$ cat config.mk
export PLATFORM = sky130hd
export DESIGN_NAME = calendar_date_stepper_flat
export DESIGN_NICKNAME = d
export VERILOG_FILES = /design/src/rtl/cds_pkg.sv /design/src/rtl/cds_req_if.sv /design/src/rtl/cds_res_if.sv /design/src/rtl/cds_next_date.sv /design/src/rtl/cds_weekday.sv /design/src/rtl/calendar_date_stepper.sv /design/src/flat_wrapper.sv
export SDC_FILE = /design/constraint.sdc
export NUM_CORES = 1
export LEC_CHECK = 0
export BUFFER_PORTS_ARGS = -buffer_cell sky130_fd_sc_hd__buf_2
export CORE_MARGIN = 5
export CORE_UTILIZATION = 40
export CTS_CLUSTER_DIAMETER = 100
export DETAILED_ROUTE_END_ITERATION = 16
export PLACE_DENSITY = 0.59
export SYNTH_ARGS = -nofsm -noshare
export SYNTH_HDL_FRONTEND = slang
export SYNTH_SLANG_ARGS = --single-unit
$ cat constraint.sdc
create_clock -name clk -period 12.8 [get_ports clk]
set_input_delay 1.28 -clock clk [delete_from_list [all_inputs] [get_ports clk]]
set_output_delay 1.28 -clock clk [all_outputs]
set_load 0.005 [all_outputs]
$ cat src/rtl/cds_pkg.sv
// Shared types, constants and helper functions for the calendar date stepper.
package cds_pkg;

  localparam int YEAR_W  = 14;
  localparam int CENT_W  = 8;
  localparam int REM_W   = 7;
  localparam int MONTH_W = 4;
  localparam int DAY_W   = 5;
  localparam int REQ_W   = 3;
  localparam int WDAY_W  = 3;
  localparam int STAT_W  = 3;
  localparam int SUM_W   = 16;

  localparam int MAX_YEAR_DEF = 9999;
  localparam int RESET_YEAR   = 2000;

  // y / 100 == (y * DIV100_MUL) >> DIV100_SHIFT for every 14-bit y
  localparam int DIV100_MUL   = 5243;
  localparam int DIV100_SHIFT = 19;
  localparam int PROD_W       = YEAR_W + 13;

  typedef enum logic [REQ_W-1:0] {
    REQ_LOAD       = 3'd0,
    REQ_NEXT_DAY   = 3'd1,
    REQ_PREV_DAY   = 3'd2,
    REQ_NEXT_MONTH = 3'd3,
    REQ_PREV_MONTH = 3'd4,
    REQ_NEXT_YEAR  = 3'd5,
    REQ_PREV_YEAR  = 3'd6
  } req_kind_t;

  typedef enum logic [STAT_W-1:0] {
    ST_OK        = 3'd0,
    ST_BAD_MONTH = 3'd1,
    ST_BAD_DAY   = 3'd2,
    ST_BAD_YEAR  = 3'd3,
    ST_LIMIT     = 3'd4
  } status_t;

  typedef enum logic [1:0] {
    YS_CUR  = 2'd0,
    YS_INC  = 2'd1,
    YS_DEC  = 2'd2,
    YS_LOAD = 2'd3
  } year_sel_t;

  typedef struct packed {
    logic [CENT_W-1:0] cent;
    logic [REM_W-1:0]  rem;
  } ysplit_t;

  // year is kept together with its century and year-in-century
  typedef struct packed {
    logic [YEAR_W-1:0]  year;
    logic [CENT_W-1:0]  cent;
    logic [REM_W-1:0]   rem;
    logic [MONTH_W-1:0] month;
    logic [DAY_W-1:0]   day;
  } date_t;

  function automatic logic is_leap(input logic [CENT_W-1:0] cent,
                                   input logic [REM_W-1:0] rem);
    is_leap = (rem[1:0] == 2'd0) && ((rem != '0) || (cent[1:0] == 2'd0));
  endfunction

  function automatic logic [DAY_W-1:0] month_len(input logic [MONTH_W-1:0] month,
                                                 input logic leap);
    case (month)
      4'd2:                      month_len = leap ? 5'd29 : 5'd28;
      4'd4, 4'd6, 4'd9, 4'd11:   month_len = 5'd30;
      default:                   month_len = 5'd31;
    endcase
  endfunction

  function automatic logic [2:0] wk_offset(input logic [MONTH_W-1:0] month);
    case (month)
      4'd1:    wk_offset = 3'd0;
      4'd2:    wk_offset = 3'd3;
      4'd3:    wk_offset = 3'd2;
      4'd4:    wk_offset = 3'd5;
      4'd5:    wk_offset = 3'd0;
      4'd6:    wk_offset = 3'd3;
      4'd7:    wk_offset = 3'd5;
      4'd8:    wk_offset = 3'd1;
      4'd9:    wk_offset = 3'd4;
      4'd10:   wk_offset = 3'd6;
      4'd11:   wk_offset = 3'd2;
      default: wk_offset = 3'd4;
    endcase
  endfunction

  function automatic ysplit_t split_year(input logic [YEAR_W-1:0] year);
    logic [PROD_W-1:0] prod;
    logic [CENT_W-1:0] q;
    logic [YEAR_W-1:0] r;
    prod = PROD_W'(year) * PROD_W'(DIV100_MUL);
    q    = prod[DIV100_SHIFT +: CENT_W];
    r    = year - YEAR_W'(q) * YEAR_W'(100);
    split_year.cent = q;
    split_year.rem  = r[REM_W-1:0];
  endfunction

  function automatic ysplit_t split_inc(input ysplit_t s);
    if (s.rem == REM_W'(99)) begin
      split_inc.cent = s.cent + 1'b1;
      split_inc.rem  = '0;
    end else begin
      split_inc.cent = s.cent;
      split_inc.rem  = s.rem + 1'b1;
    end
  endfunction

  function automatic ysplit_t split_dec(input ysplit_t s);
    if (s.rem == '0) begin
      split_dec.cent = s.cent - 1'b1;
      split_dec.rem  = REM_W'(99);
    end else begin
      split_dec.cent = s.cent;
      split_dec.rem  = s.rem - 1'b1;
    end
  endfunction

  // 8 == 1 mod 7, so octal digits fold
  function automatic logic [2:0] mod7(input logic [SUM_W-1:0] v);
    logic [17:0] w;
    logic [5:0]  s1;
    logic [3:0]  s2;
    logic [3:0]  s3;
    w  = 18'(v);
    s1 = 6'(w[2:0]) + 6'(w[5:3]) + 6'(w[8:6]) + 6'(w[11:9])
       + 6'(w[14:12]) + 6'(w[17:15]);
    s2 = 4'(s1[2:0]) + 4'(s1[5:3]);
    s3 = 4'(s2[2:0]) + 4'(s2[3]);
    if (s3 >= 4'd7) begin
      s3 = s3 - 4'd7;
    end
    mod7 = s3[2:0];
  endfunction

endpackage

$ cat src/rtl/cds_req_if.sv
// Request channel: valid/ready handshake with the load date and request type.
interface cds_req_if;
  logic                         valid;
  logic                         ready;
  logic [cds_pkg::REQ_W-1:0]    req_type;
  logic [cds_pkg::YEAR_W-1:0]   load_year;
  logic [cds_pkg::MONTH_W-1:0]  load_month;
  logic [cds_pkg::DAY_W-1:0]    load_day;

  modport source (output valid, req_type, load_year, load_month, load_day, input ready);
  modport sink   (input valid, req_type, load_year, load_month, load_day, output ready);
endinterface

$ cat src/rtl/cds_res_if.sv
// Result channel: valid/ready handshake with the held date, weekday and status.
interface cds_res_if;
  logic                         valid;
  logic                         ready;
  logic [cds_pkg::YEAR_W-1:0]   cur_year;
  logic [cds_pkg::MONTH_W-1:0]  cur_month;
  logic [cds_pkg::DAY_W-1:0]    cur_day;
  logic [cds_pkg::WDAY_W-1:0]   weekday;
  logic [cds_pkg::STAT_W-1:0]   status;

  modport source (output valid, cur_year, cur_month, cur_day, weekday, status, input ready);
  modport sink   (input valid, cur_year, cur_month, cur_day, weekday, status, output ready);
endinterface

$ cat src/rtl/cds_next_date.sv
// Next-date logic: load checks, day/month/year steps, range limits and clamping.
module cds_next_date #(
  parameter int MAX_YEAR = cds_pkg::MAX_YEAR_DEF
) (
  input  cds_pkg::date_t                held,
  input  logic [cds_pkg::REQ_W-1:0]     req_type,
  input  logic [cds_pkg::YEAR_W-1:0]    load_year,
  input  logic [cds_pkg::MONTH_W-1:0]   load_month,
  input  logic [cds_pkg::DAY_W-1:0]     load_day,
  output cds_pkg::date_t                nxt,
  output cds_pkg::status_t              status
);

  localparam logic [cds_pkg::YEAR_W-1:0] MAX_Y = cds_pkg::YEAR_W'(MAX_YEAR);

  cds_pkg::ysplit_t   cur_s;
  cds_pkg::ysplit_t   inc_s;
  cds_pkg::ysplit_t   dec_s;
  cds_pkg::ysplit_t   load_s;
  logic               leap_cur;
  logic               leap_inc;
  logic               leap_dec;
  logic               leap_load;
  logic               leap_sel;
  cds_pkg::year_sel_t ysel;
  logic [cds_pkg::MONTH_W-1:0] m;
  logic [cds_pkg::DAY_W-1:0]   d;
  logic [cds_pkg::DAY_W-1:0]   len_sel;
  logic [cds_pkg::YEAR_W-1:0]  y_sel;
  cds_pkg::ysplit_t            s_sel;

  assign cur_s.cent = held.cent;
  assign cur_s.rem  = held.rem;
  assign inc_s      = cds_pkg::split_inc(cur_s);
  assign dec_s      = cds_pkg::split_dec(cur_s);
  assign load_s     = cds_pkg::split_year(load_year);
  assign leap_cur   = cds_pkg::is_leap(cur_s.cent, cur_s.rem);
  assign leap_inc   = cds_pkg::is_leap(inc_s.cent, inc_s.rem);
  assign leap_dec   = cds_pkg::is_leap(dec_s.cent, dec_s.rem);
  assign leap_load  = cds_pkg::is_leap(load_s.cent, load_s.rem);

  always_comb begin
    status = cds_pkg::ST_OK;
    ysel   = cds_pkg::YS_CUR;
    m      = held.month;
    d      = held.day;
    case (req_type)
      cds_pkg::REQ_LOAD: begin
        if (load_month == '0 || load_month > 4'd12) begin
          status = cds_pkg::ST_BAD_MONTH;
        end else if (load_day == '0 ||
                     load_day > cds_pkg::month_len(load_month, leap_load)) begin
          status = cds_pkg::ST_BAD_DAY;
        end else if (load_year == '0 || load_year > MAX_Y) begin
          status = cds_pkg::ST_BAD_YEAR;
        end else begin
          ysel = cds_pkg::YS_LOAD;
          m    = load_month;
          d    = load_day;
        end
      end
      cds_pkg::REQ_NEXT_DAY: begin
        if (held.day < cds_pkg::month_len(held.month, leap_cur)) begin
          d = held.day + 1'b1;
        end else if (held.month < 4'd12) begin
          m = held.month + 1'b1;
          d = 5'd1;
        end else if (held.year < MAX_Y) begin
          ysel = cds_pkg::YS_INC;
          m    = 4'd1;
          d    = 5'd1;
        end else begin
          status = cds_pkg::ST_LIMIT;
        end
      end
      cds_pkg::REQ_PREV_DAY: begin
        if (held.day > 5'd1) begin
          d = held.day - 1'b1;
        end else if (held.month > 4'd1) begin
          m = held.month - 1'b1;
          d = cds_pkg::month_len(held.month - 1'b1, leap_cur);
        end else if (held.year > 14'd1) begin
          ysel = cds_pkg::YS_DEC;
          m    = 4'd12;
          d    = 5'd31;
        end else begin
          status = cds_pkg::ST_LIMIT;
        end
      end
      cds_pkg::REQ_NEXT_MONTH: begin
        if (held.month < 4'd12) begin
          m = held.month + 1'b1;
        end else if (held.year < MAX_Y) begin
          ysel = cds_pkg::YS_INC;
          m    = 4'd1;
        end else begin
          status = cds_pkg::ST_LIMIT;
        end
      end
      cds_pkg::REQ_PREV_MONTH: begin
        if (held.month > 4'd1) begin
          m = held.month - 1'b1;
        end else if (held.year > 14'd1) begin
          ysel = cds_pkg::YS_DEC;
          m    = 4'd12;
        end else begin
          status = cds_pkg::ST_LIMIT;
        end
      end
      cds_pkg::REQ_NEXT_YEAR: begin
        if (held.year < MAX_Y) begin
          ysel = cds_pkg::YS_INC;
        end else begin
          status = cds_pkg::ST_LIMIT;
        end
      end
      cds_pkg::REQ_PREV_YEAR: begin
        if (held.year > 14'd1) begin
          ysel = cds_pkg::YS_DEC;
        end else begin
          status = cds_pkg::ST_LIMIT;
        end
      end
      default: begin
      end
    endcase
  end

  always_comb begin
    case (ysel)
      cds_pkg::YS_INC: begin
        y_sel    = held.year + 1'b1;
        s_sel    = inc_s;
        leap_sel = leap_inc;
      end
      cds_pkg::YS_DEC: begin
        y_sel    = held.year - 1'b1;
        s_sel    = dec_s;
        leap_sel = leap_dec;
      end
      cds_pkg::YS_LOAD: begin
        y_sel    = load_year;
        s_sel    = load_s;
        leap_sel = leap_load;
      end
      default: begin
        y_sel    = held.year;
        s_sel    = cur_s;
        leap_sel = leap_cur;
      end
    endcase
    len_sel = cds_pkg::month_len(m, leap_sel);
    if (status == cds_pkg::ST_OK) begin
      nxt.year  = y_sel;
      nxt.cent  = s_sel.cent;
      nxt.rem   = s_sel.rem;
      nxt.month = m;
      nxt.day   = (d > len_sel) ? len_sel : d;
    end else begin
      nxt = held;
    end
  end

endmodule

$ cat src/rtl/cds_weekday.sv
// Weekday of a date by Sakamoto's method, using the stored century split.
module cds_weekday (
  input  cds_pkg::date_t              date,
  output logic [cds_pkg::WDAY_W-1:0]  weekday
);

  cds_pkg::ysplit_t               s;
  cds_pkg::ysplit_t               s_dec;
  cds_pkg::ysplit_t               s_use;
  logic [cds_pkg::YEAR_W-1:0]     yy;
  logic [cds_pkg::SUM_W-1:0]      sum;
  logic                           early;

  assign s.cent = date.cent;
  assign s.rem  = date.rem;
  assign s_dec  = cds_pkg::split_dec(s);
  assign early  = (date.month < 4'd3) && (date.year != '0);
  assign yy     = early ? date.year - 1'b1 : date.year;
  assign s_use  = early ? s_dec : s;

  // minus the century is plus six times it, mod 7
  assign sum = cds_pkg::SUM_W'(yy)
             + cds_pkg::SUM_W'(yy >> 2)
             + cds_pkg::SUM_W'(s_use.cent) * cds_pkg::SUM_W'(6)
             + cds_pkg::SUM_W'(s_use.cent >> 2)
             + cds_pkg::SUM_W'(cds_pkg::wk_offset(date.month))
             + cds_pkg::SUM_W'(date.day);

  assign weekday = cds_pkg::mod7(sum);

endmodule

$ cat src/rtl/calendar_date_stepper.sv
// Top level of the calendar date stepper: held date, result pipeline and checks.
// Holds one Gregorian date (reset 2000-01-01) and answers every request with one
// result carrying the held date, its weekday and a status. A request is taken every
// cycle while the result side is not stalled: the held date is updated in the cycle
// the request is accepted, the weekday is formed in a second register stage, and
// throughput is one request per cycle. The year is kept alongside its century and
// year-in-century, so leap tests on stepping need no division; a load splits the
// year with one constant multiply.
module calendar_date_stepper #(
  parameter int MAX_YEAR = cds_pkg::MAX_YEAR_DEF
) (
  input  logic       clk,
  input  logic       rst,
  cds_req_if.sink    req,
  cds_res_if.source  res
);

  cds_pkg::date_t    held;
  cds_pkg::date_t    held_next;
  cds_pkg::status_t  status_next;
  cds_pkg::status_t  a_status;
  logic              a_valid;
  logic              o_valid;
  logic              b_ready;
  logic              accept;
  logic [cds_pkg::WDAY_W-1:0]  wday;
  logic [cds_pkg::YEAR_W-1:0]  o_year;
  logic [cds_pkg::MONTH_W-1:0] o_month;
  logic [cds_pkg::DAY_W-1:0]   o_day;
  logic [cds_pkg::WDAY_W-1:0]  o_wday;
  cds_pkg::status_t            o_status;

  cds_next_date #(
    .MAX_YEAR (MAX_YEAR)
  ) u_next (
    .held       (held),
    .req_type   (req.req_type),
    .load_year  (req.load_year),
    .load_month (req.load_month),
    .load_day   (req.load_day),
    .nxt        (held_next),
    .status     (status_next)
  );

  cds_weekday u_wday (
    .date    (held),
    .weekday (wday)
  );

  assign b_ready   = !o_valid || res.ready;
  assign req.ready = !a_valid || b_ready;
  assign accept    = req.valid && req.ready;

  always_ff @(posedge clk) begin
    if (rst) begin
      held.year  <= cds_pkg::YEAR_W'(cds_pkg::RESET_YEAR);
      held.cent  <= cds_pkg::CENT_W'(cds_pkg::RESET_YEAR / 100);
      held.rem   <= cds_pkg::REM_W'(cds_pkg::RESET_YEAR % 100);
      held.month <= 4'd1;
      held.day   <= 5'd1;
      a_valid    <= 1'b0;
      o_valid    <= 1'b0;
    end else begin
      if (accept) begin
        held    <= held_next;
        a_valid <= 1'b1;
      end else if (b_ready) begin
        a_valid <= 1'b0;
      end
      if (b_ready) begin
        o_valid <= a_valid;
      end
    end
  end

  always_ff @(posedge clk) begin
    if (accept) begin
      a_status <= status_next;
    end
    if (a_valid && b_ready) begin
      o_year   <= held.year;
      o_month  <= held.month;
      o_day    <= held.day;
      o_wday   <= wday;
      o_status <= a_status;
    end
  end

  assign res.valid     = o_valid;
  assign res.cur_year  = o_year;
  assign res.cur_month = o_month;
  assign res.cur_day   = o_day;
  assign res.weekday   = o_wday;
  assign res.status    = o_status;

  a_month_range: assert property (@(posedge clk) disable iff (rst)
    (held.month >= 4'd1) && (held.month <= 4'd12))
    else $error("held month out of range");

  a_day_fits: assert property (@(posedge clk) disable iff (rst)
    (held.day >= 5'd1) &&
    (held.day <= cds_pkg::month_len(held.month, cds_pkg::is_leap(held.cent, held.rem))))
    else $error("held day outside month");

  a_split_match: assert property (@(posedge clk) disable iff (rst)
    held.year == cds_pkg::YEAR_W'(held.cent) * cds_pkg::YEAR_W'(100)
               + cds_pkg::YEAR_W'(held.rem))
    else $error("year split out of step with year");

  a_reject_holds: assert property (@(posedge clk) disable iff (rst)
    (accept && (status_next != cds_pkg::ST_OK)) |=> $stable(held))
    else $error("rejected request changed the held date");

endmodule
$ cat src/flat_wrapper.sv
// flat-port wrapper written by rule: the top's interface ports become plain ports
module calendar_date_stepper_flat 
#(
  parameter int MAX_YEAR = cds_pkg::MAX_YEAR_DEF
)
  (clk, rst, req_valid, req_req_type, req_load_year, req_load_month, req_load_day, req_ready, res_valid, res_cur_year, res_cur_month, res_cur_day, res_weekday, res_status, res_ready);
  cds_req_if req_i ();
  cds_res_if res_i ();
  input  logic clk;
  input  logic rst;
  input wire logic [$bits(req_i.valid)-1:0] req_valid;
  input wire logic [$bits(req_i.req_type)-1:0] req_req_type;
  input wire logic [$bits(req_i.load_year)-1:0] req_load_year;
  input wire logic [$bits(req_i.load_month)-1:0] req_load_month;
  input wire logic [$bits(req_i.load_day)-1:0] req_load_day;
  output wire logic [$bits(req_i.ready)-1:0] req_ready;
  output wire logic [$bits(res_i.valid)-1:0] res_valid;
  output wire logic [$bits(res_i.cur_year)-1:0] res_cur_year;
  output wire logic [$bits(res_i.cur_month)-1:0] res_cur_month;
  output wire logic [$bits(res_i.cur_day)-1:0] res_cur_day;
  output wire logic [$bits(res_i.weekday)-1:0] res_weekday;
  output wire logic [$bits(res_i.status)-1:0] res_status;
  input wire logic [$bits(res_i.ready)-1:0] res_ready;
  assign req_i.valid = req_valid;
  assign req_i.req_type = req_req_type;
  assign req_i.load_year = req_load_year;
  assign req_i.load_month = req_load_month;
  assign req_i.load_day = req_load_day;
  assign req_ready = req_i.ready;
  assign res_valid = res_i.valid;
  assign res_cur_year = res_i.cur_year;
  assign res_cur_month = res_i.cur_month;
  assign res_cur_day = res_i.cur_day;
  assign res_weekday = res_i.weekday;
  assign res_status = res_i.status;
  assign res_i.ready = res_ready;
  calendar_date_stepper #(.MAX_YEAR(MAX_YEAR)) u_core (.clk(clk), .rst(rst), .req(req_i), .res(res_i));
endmodule
==> results of run 1 <==
[state kept, by name, indices dropped and copies added (netlist names), named ones only]
register and count:
u_core.held 38, u_core.a_status 3, u_core.res.valid 1, u_core.a_valid 1, u_core.res.status 3, u_core.res.cur_month 4, u_core.res.cur_year 14, u_core.res.cur_day 5
u_core.res.weekday 3
[stage by stage]
stage / cells / util
2_1_floorplan: 1359 / -
3_3_place_gp: 1760 / 0.424
3_5_place_dp: 1760 / 0.424
4_1_cts: 1776 / 0.433
5_1_grt: 1776 / 0.433
6_report: 1776 / 0.433
[layout make-up]
class / instances / area (sq um) / area share
Clock buffer: 9 / 225 / 0.0176
Timing Repair Buffer: 68 / 360 / 0.0282
Tap cell: 390 / 488 / 0.0382
Clock inverter: 7 / 55.1 / 0.00431
Inverter: 201 / 754 / 0.0591
Multi-Input combinational cell: 1026 / 9070 / 0.710
Sequential cell: 75 / 1820 / 0.143
[cell usage in the layout (no fill, tap or decap), types with 5 or more instances in the layout]
cell / Yosys / final
edfxtp_1: 32 / 32
nor4_1: 9 / 9
a21o_1: 15 / 15
nor2_1: 109 / 109
nor3_2: 4 / 5
xor2_1: 27 / 27
dfxtp_1: 43 / 43
a31oi_1: 8 / 8
a221o_1: 12 / 12
nand4_1: 11 / 11
nand3_1: 25 / 25
a311oi_1: 6 / 6
nand2_1: 67 / 67
nor2b_1: 9 / 8
o211ai_1: 14 / 14
o21ai_0: 57 / 57
buf_4: 5 / 8
o21bai_1: 11 / 11
buf_2: 9 / 60
o31ai_1: 12 / 12
a221oi_1: 7 / 7
or3_1: 12 / 12
o221ai_1: 8 / 8
fa_1: 98 / 98
a211oi_1: 14 / 13
clkbuf_16: 0 / 9
o2111ai_1: 6 / 6
nand2b_1: 5 / 5
o22ai_1: 8 / 8
nor3_1: 31 / 30
and2_1: 13 / 13
o21a_1: 8 / 8
a21oi_1: 70 / 70
ha_1: 189 / 189
o21ai_1: 8 / 8
xnor2_1: 37 / 37
a22oi_1: 14 / 14
and3_1: 17 / 17
inv_1: 201 / 201
[worst reg2reg max path, delay by kind of cell, from the launching register on]
family,cells,cell delay (ns)
compound gates,12,2.91
xor+xnor,2,0.37
fa+ha+maj,14,5.39
buf+inv,1,0.05
flops,1,0.49
mux,1,0.37
simple gates,3,1.02
[layer usage]
layer  up-vias  part of all wire  global-route usage  wire, um
li1       4820                 -                   -         -
met1      4730              0.45               0.262     14400
met2       255              0.48               0.330     15400
met3        42             0.044              0.0177      1400
met4         0             0.029              0.0630       917
met5         -                 0                   0         0
[worst max-delay path by stage]
stage | depth (start not counted) | slack, ns | end | from
finish | 44 | 1.41 | u_core.held[1] | req_load_year[4]
global route | 43 | 0.65 | u_core.held[1] | req_load_year[11]
CTS | 44 | 1.43 | u_core.held[1] | req_load_year[11]
detailed placement | 44 | 1.07 | u_core.held[1] | req_load_year[11]
global placement | 43 | 1.32 | u_core.held[1] | req_load_year[11]
floorplan | 44 | 2.32 | u_core.held[1] | req_load_year[5]
[logic make-up (layout without fill, tap and decap cells)]
logic type,Yosys count,after routing,share of synthesized area
AO/OA/AOI/OAI,330,330,0.199
XOR/XNOR,67,67,0.0524
adder cells (fa/ha/maj),288,288,0.365
buffers and inverters,258,285,0.0853
flip-flops,75,75,0.153
multiplexers,8,8,0.00716
AND/OR/NAND/NOR,333,333,0.138
==> flow_metrics.tcl, run 1 <==
set metrics [dict create \
    hold_class "reg2reg" \
    cts_tree "done" \
    pre_cts_ws_ns 1.07 \
    final_area_sq_um 12800 \
    num_rows 63 \
    wl_per_cell_um 18.0 \
    status "completed" \
    min_from "u_core.a_status[1]" \
    grt_overflow_total 0 \
    crit_path_max_incr_delay_ns 0.56 \
    rsz0062_at_grt "no" \
    finalWorstPathRequiredPeriod_ns 11.39 \
    cts_resized 0 \
    fill_cells 2960 \
    rr_startpoint "u_core.held[28]" \
    worstPathMaxFanout 8 \
    io_pins 61 \
    viasPerCell 5.54 \
    worst_pin_slew_ns 1.03 \
    finalSetupViolations 0 \
    place_area_sq_um 12500 \
    crit_family "adder cells" \
    yosys-top-cells-area "ha_1, fa_1, edfxtp_1" \
    synthFlopType "dfxtp_1" \
    start_util 0.403 \
    grt_pass1_wl_mm 52.2 \
    drc_errors 0 \
    ys_types 90 \
    crit_buf_inv 6 \
    cp-end-kind "register" \
    grt_max_degree 43 \
    critPathSlowestCell "fa_1" \
    die_area_sq_um 33200 \
    ant_nets 0 \
    crit_type "in2reg" \
    cts_hold_buffers 0 \
    synth_largest_area_cell "ha_1" \
    synth_top_area_frac 0.199 \
    fmax_mhz 87.8 \
    design.core.area_sq_um 29500 \
    ys_warn_count 0 \
    avgSynthCellArea_sq_um 8.74 \
    cts_setup_buffers 0 \
    routed_wl_mm 32.0 \
    clock_sinks 75 \
    finalMaxSlewViolations 0 \
    numPortBuffers 60 \
    clkTransAtPathRegs_ns 0.07 \
    setup_tns_ns 0 \
    htree_levels 3 \
    clock_skew_ns 0.00848 \
    gp_congestion 0.912 \
    die_h_um 182 \
    areaGrowthSynthToFinish_pct 7.58 \
    setup_ws_ns 1.41 \
    hold_end "u_core.res.status[1]" \
    grt_pass1_vias 9653 \
    antenna_found_initial 0 \
    cpMostUsedCell "ha_1" \
    drive_above_1_share 0.0887 \
    max_cap_violations 0 \
    dpl.hpwl_mm 25.9 \
    reg2reg_to "u_core.res.weekday[1]" \
    worstPathRequired_ns 13.02 \
    timing.final.crit_share 0.890 \
    clock_path_buffers 2 \
    cts_root_buf "clkbuf_16" \
    ys_top_cells_by_count "inv_1, ha_1, nor2_1, fa_1, a21oi_1" \
    synth_nets 1676 \
    synth_most_common_cell "inv_1" \
    slew_headroom 0.297 \
    hold_viol 0 \
    r2r_cells 33 \
    drt_iter0_drc 675 \
    insertion_delay_ns 0.36 \
    cts_inserted_buffers 9 \
    synth_edf_count 32 \
    async_flop_share 0 \
    dr.pass1.iters 5 \
    grt_usage 0.194 \
    antennaDiodeCount 0 \
    vias 9847 \
    seq_area_frac_synth 0.153 \
    hold_depth 0 \
    syn_inst 1359 \
    fp.dieW_um 182 \
    nets 1698 \
    startpoint_type "primary input" \
    ys_ff_latch 75 \
    synth_area_sq_um 11900 \
    r2r_setup_slack_ns 1.96 \
    cp.arrival_ns 11.62 \
    fin_hold_ws_ns 0.420 \
]
Power of run 1 is left out: the tool's default activity adds up to more than one toggle a clock period on the data nets, which glitch-free logic cannot reach.
==> run 2, diff against run 1 <==
--- a/config.mk
+++ b/config.mk
@@ -11,6 +11,7 @@
 export CTS_CLUSTER_DIAMETER = 100
 export DETAILED_ROUTE_END_ITERATION = 16
 export PLACE_DENSITY = 0.59
+export RECOVER_POWER = 25
 export SYNTH_ARGS = -nofsm -noshare
 export SYNTH_HDL_FRONTEND = slang
 export SYNTH_SLANG_ARGS = --single-unit
==> run 2 against run 1 <==
Against the previous run: the flow now finishes with violations (max-capacitance violations, max-slew violations); routed wire length is essentially flat; die area is the same; via count is essentially flat; register-to-register slack is essentially flat; count of clock-buffer cells in the layout is the same.
==> flow_metrics.tcl, run 2 (synthesized netlist as in run 1, its figures left out) <==
set metrics [dict create \
    rsz0062_at_grt "no" \
    startpoint_type "primary input" \
    ant_nets 0 \
    grt_pass1_vias 9653 \
    fp.dieW_um 182 \
    drc_errors 0 \
    cts_tree "done" \
    drive_above_1_share 0.0873 \
    finalMaxSlewViolations 43 \
    insertion_delay_ns 0.36 \
    grt_max_degree 43 \
    largest_register_ffs 38 \
    clock_sinks 75 \
    critPathSlowestCell "fa_1" \
    gp_congestion 0.912 \
    cp-end-kind "register" \
    routed_wl_mm 32.1 \
    status "finished with violations" \
    worstPathRequired_ns 12.94 \
    multi_input_area_sq_um 9070 \
    cpMostUsedCell "ha_1" \
    fill_cells 2964 \
    max_cap_violations 1 \
    start_util 0.403 \
    clock_path_buffers 2 \
    final_area_sq_um 12800 \
    viasPerCell 5.55 \
    crit_path_max_incr_delay_ns 0.56 \
    final_cell_mix "inv_1, ha_1, nor2_1, fa_1, a21oi_1" \
    cts_inserted_buffers 9 \
    pre_cts_ws_ns 1.07 \
    clock_skew_ns 0.00885 \
    worstPathMaxFanout 8 \
    regArea_sq_um 1820 \
    io_pins 61 \
    htree_levels 3 \
    fmax_mhz 87.0 \
    die_h_um 182 \
    wl_per_cell_um 18.0 \
    num_rows 63 \
    timing.final.crit_share 0.898 \
    numPortBuffers 60 \
    dpl.hpwl_mm 25.9 \
    finalSetupViolations 0 \
    grt_pass1_wl_mm 52.2 \
    worst_pin_slew_ns 2.31 \
    grt_overflow_total 0 \
    design.core.area_sq_um 29500 \
    nets 1698 \
    finalWorstPathRequiredPeriod_ns 11.49 \
    cts_root_buf "clkbuf_16" \
    hold_viol 0 \
    drt_iter0_drc 681 \
    dr.pass1.iters 5 \
    hold_class "reg2reg" \
    largest_register "u_core.held" \
    grt_usage 0.194 \
    clkTransAtPathRegs_ns 0.07 \
    cp.arrival_ns 11.63 \
    vias 9853 \
    cts_resized 0 \
    final_common_cell "inv_1" \
    cts_hold_buffers 0 \
    postLayoutCoreUtil 0.433 \
    violations "max-capacitance violations, max-slew violations" \
    antennaDiodeCount 0 \
    setup_ws_ns 1.31 \
    place_area_sq_um 12500 \
    slew_headroom -0.540 \
    die_area_sq_um 33200 \
    crit_type "in2reg" \
    setup_tns_ns 0 \
    areaGrowthSynthToFinish_pct 7.51 \
    antenna_found_initial 0 \
    cts_setup_buffers 0 \
]
run 2: area by class of cell:
class,count,area share
repair buffers,68,0.0276
well taps,390,0.0382
clock buffers,9,0.0176
clock inverters,7,0.00431
multi-input cells,1026,0.710
inverters,201,0.0591
flip-flops and latches,75,0.143
run 2: worst paths after layout:
kind / from / end / slack [ns] / cells after the start
worst max-delay path: req_load_year[4] / u_core.held[1] / 1.31 / 44
worst min-delay path: u_core.a_status[1] / u_core.res.status[1] / 0.42 / 0
worst max register to register: u_core.held[28] / u_core.res.weekday[1] / 1.96 / 33
worst min register to register: u_core.a_status[1] / u_core.res.status[1] / 0.42 / 0
run 2: metrics by stage:
stage,hold slack [ns],cells
2_1_floorplan,0.400,1359
3_3_place_gp,0.413,1760
3_5_place_dp,0.406,1760
4_1_cts,0.423,1776
5_1_grt,0.441,1776
6_report,0.420,1776
run 2: worst max-delay path: cells and delay by family:
kind,cells,cell delay (ns)
fa+ha+maj,11,4.00
simple gates,7,1.54
compound gates,18,3.65
buf+inv,6,0.64
xor+xnor,2,0.50
run 2: routing by layer:
metal / wire [um] / up-vias / track usage / share of wire
met4: 919 / 0 / 0.0630 / 0.029
li1: - / 4822 / - / -
met2: 15400 / 257 / 0.330 / 0.48
met1: 14400 / 4730 / 0.262 / 0.45
met3: 1330 / 44 / 0.0177 / 0.041
met5: 0 / - / 0 / 0
Power of run 2 is left out for the same reason.
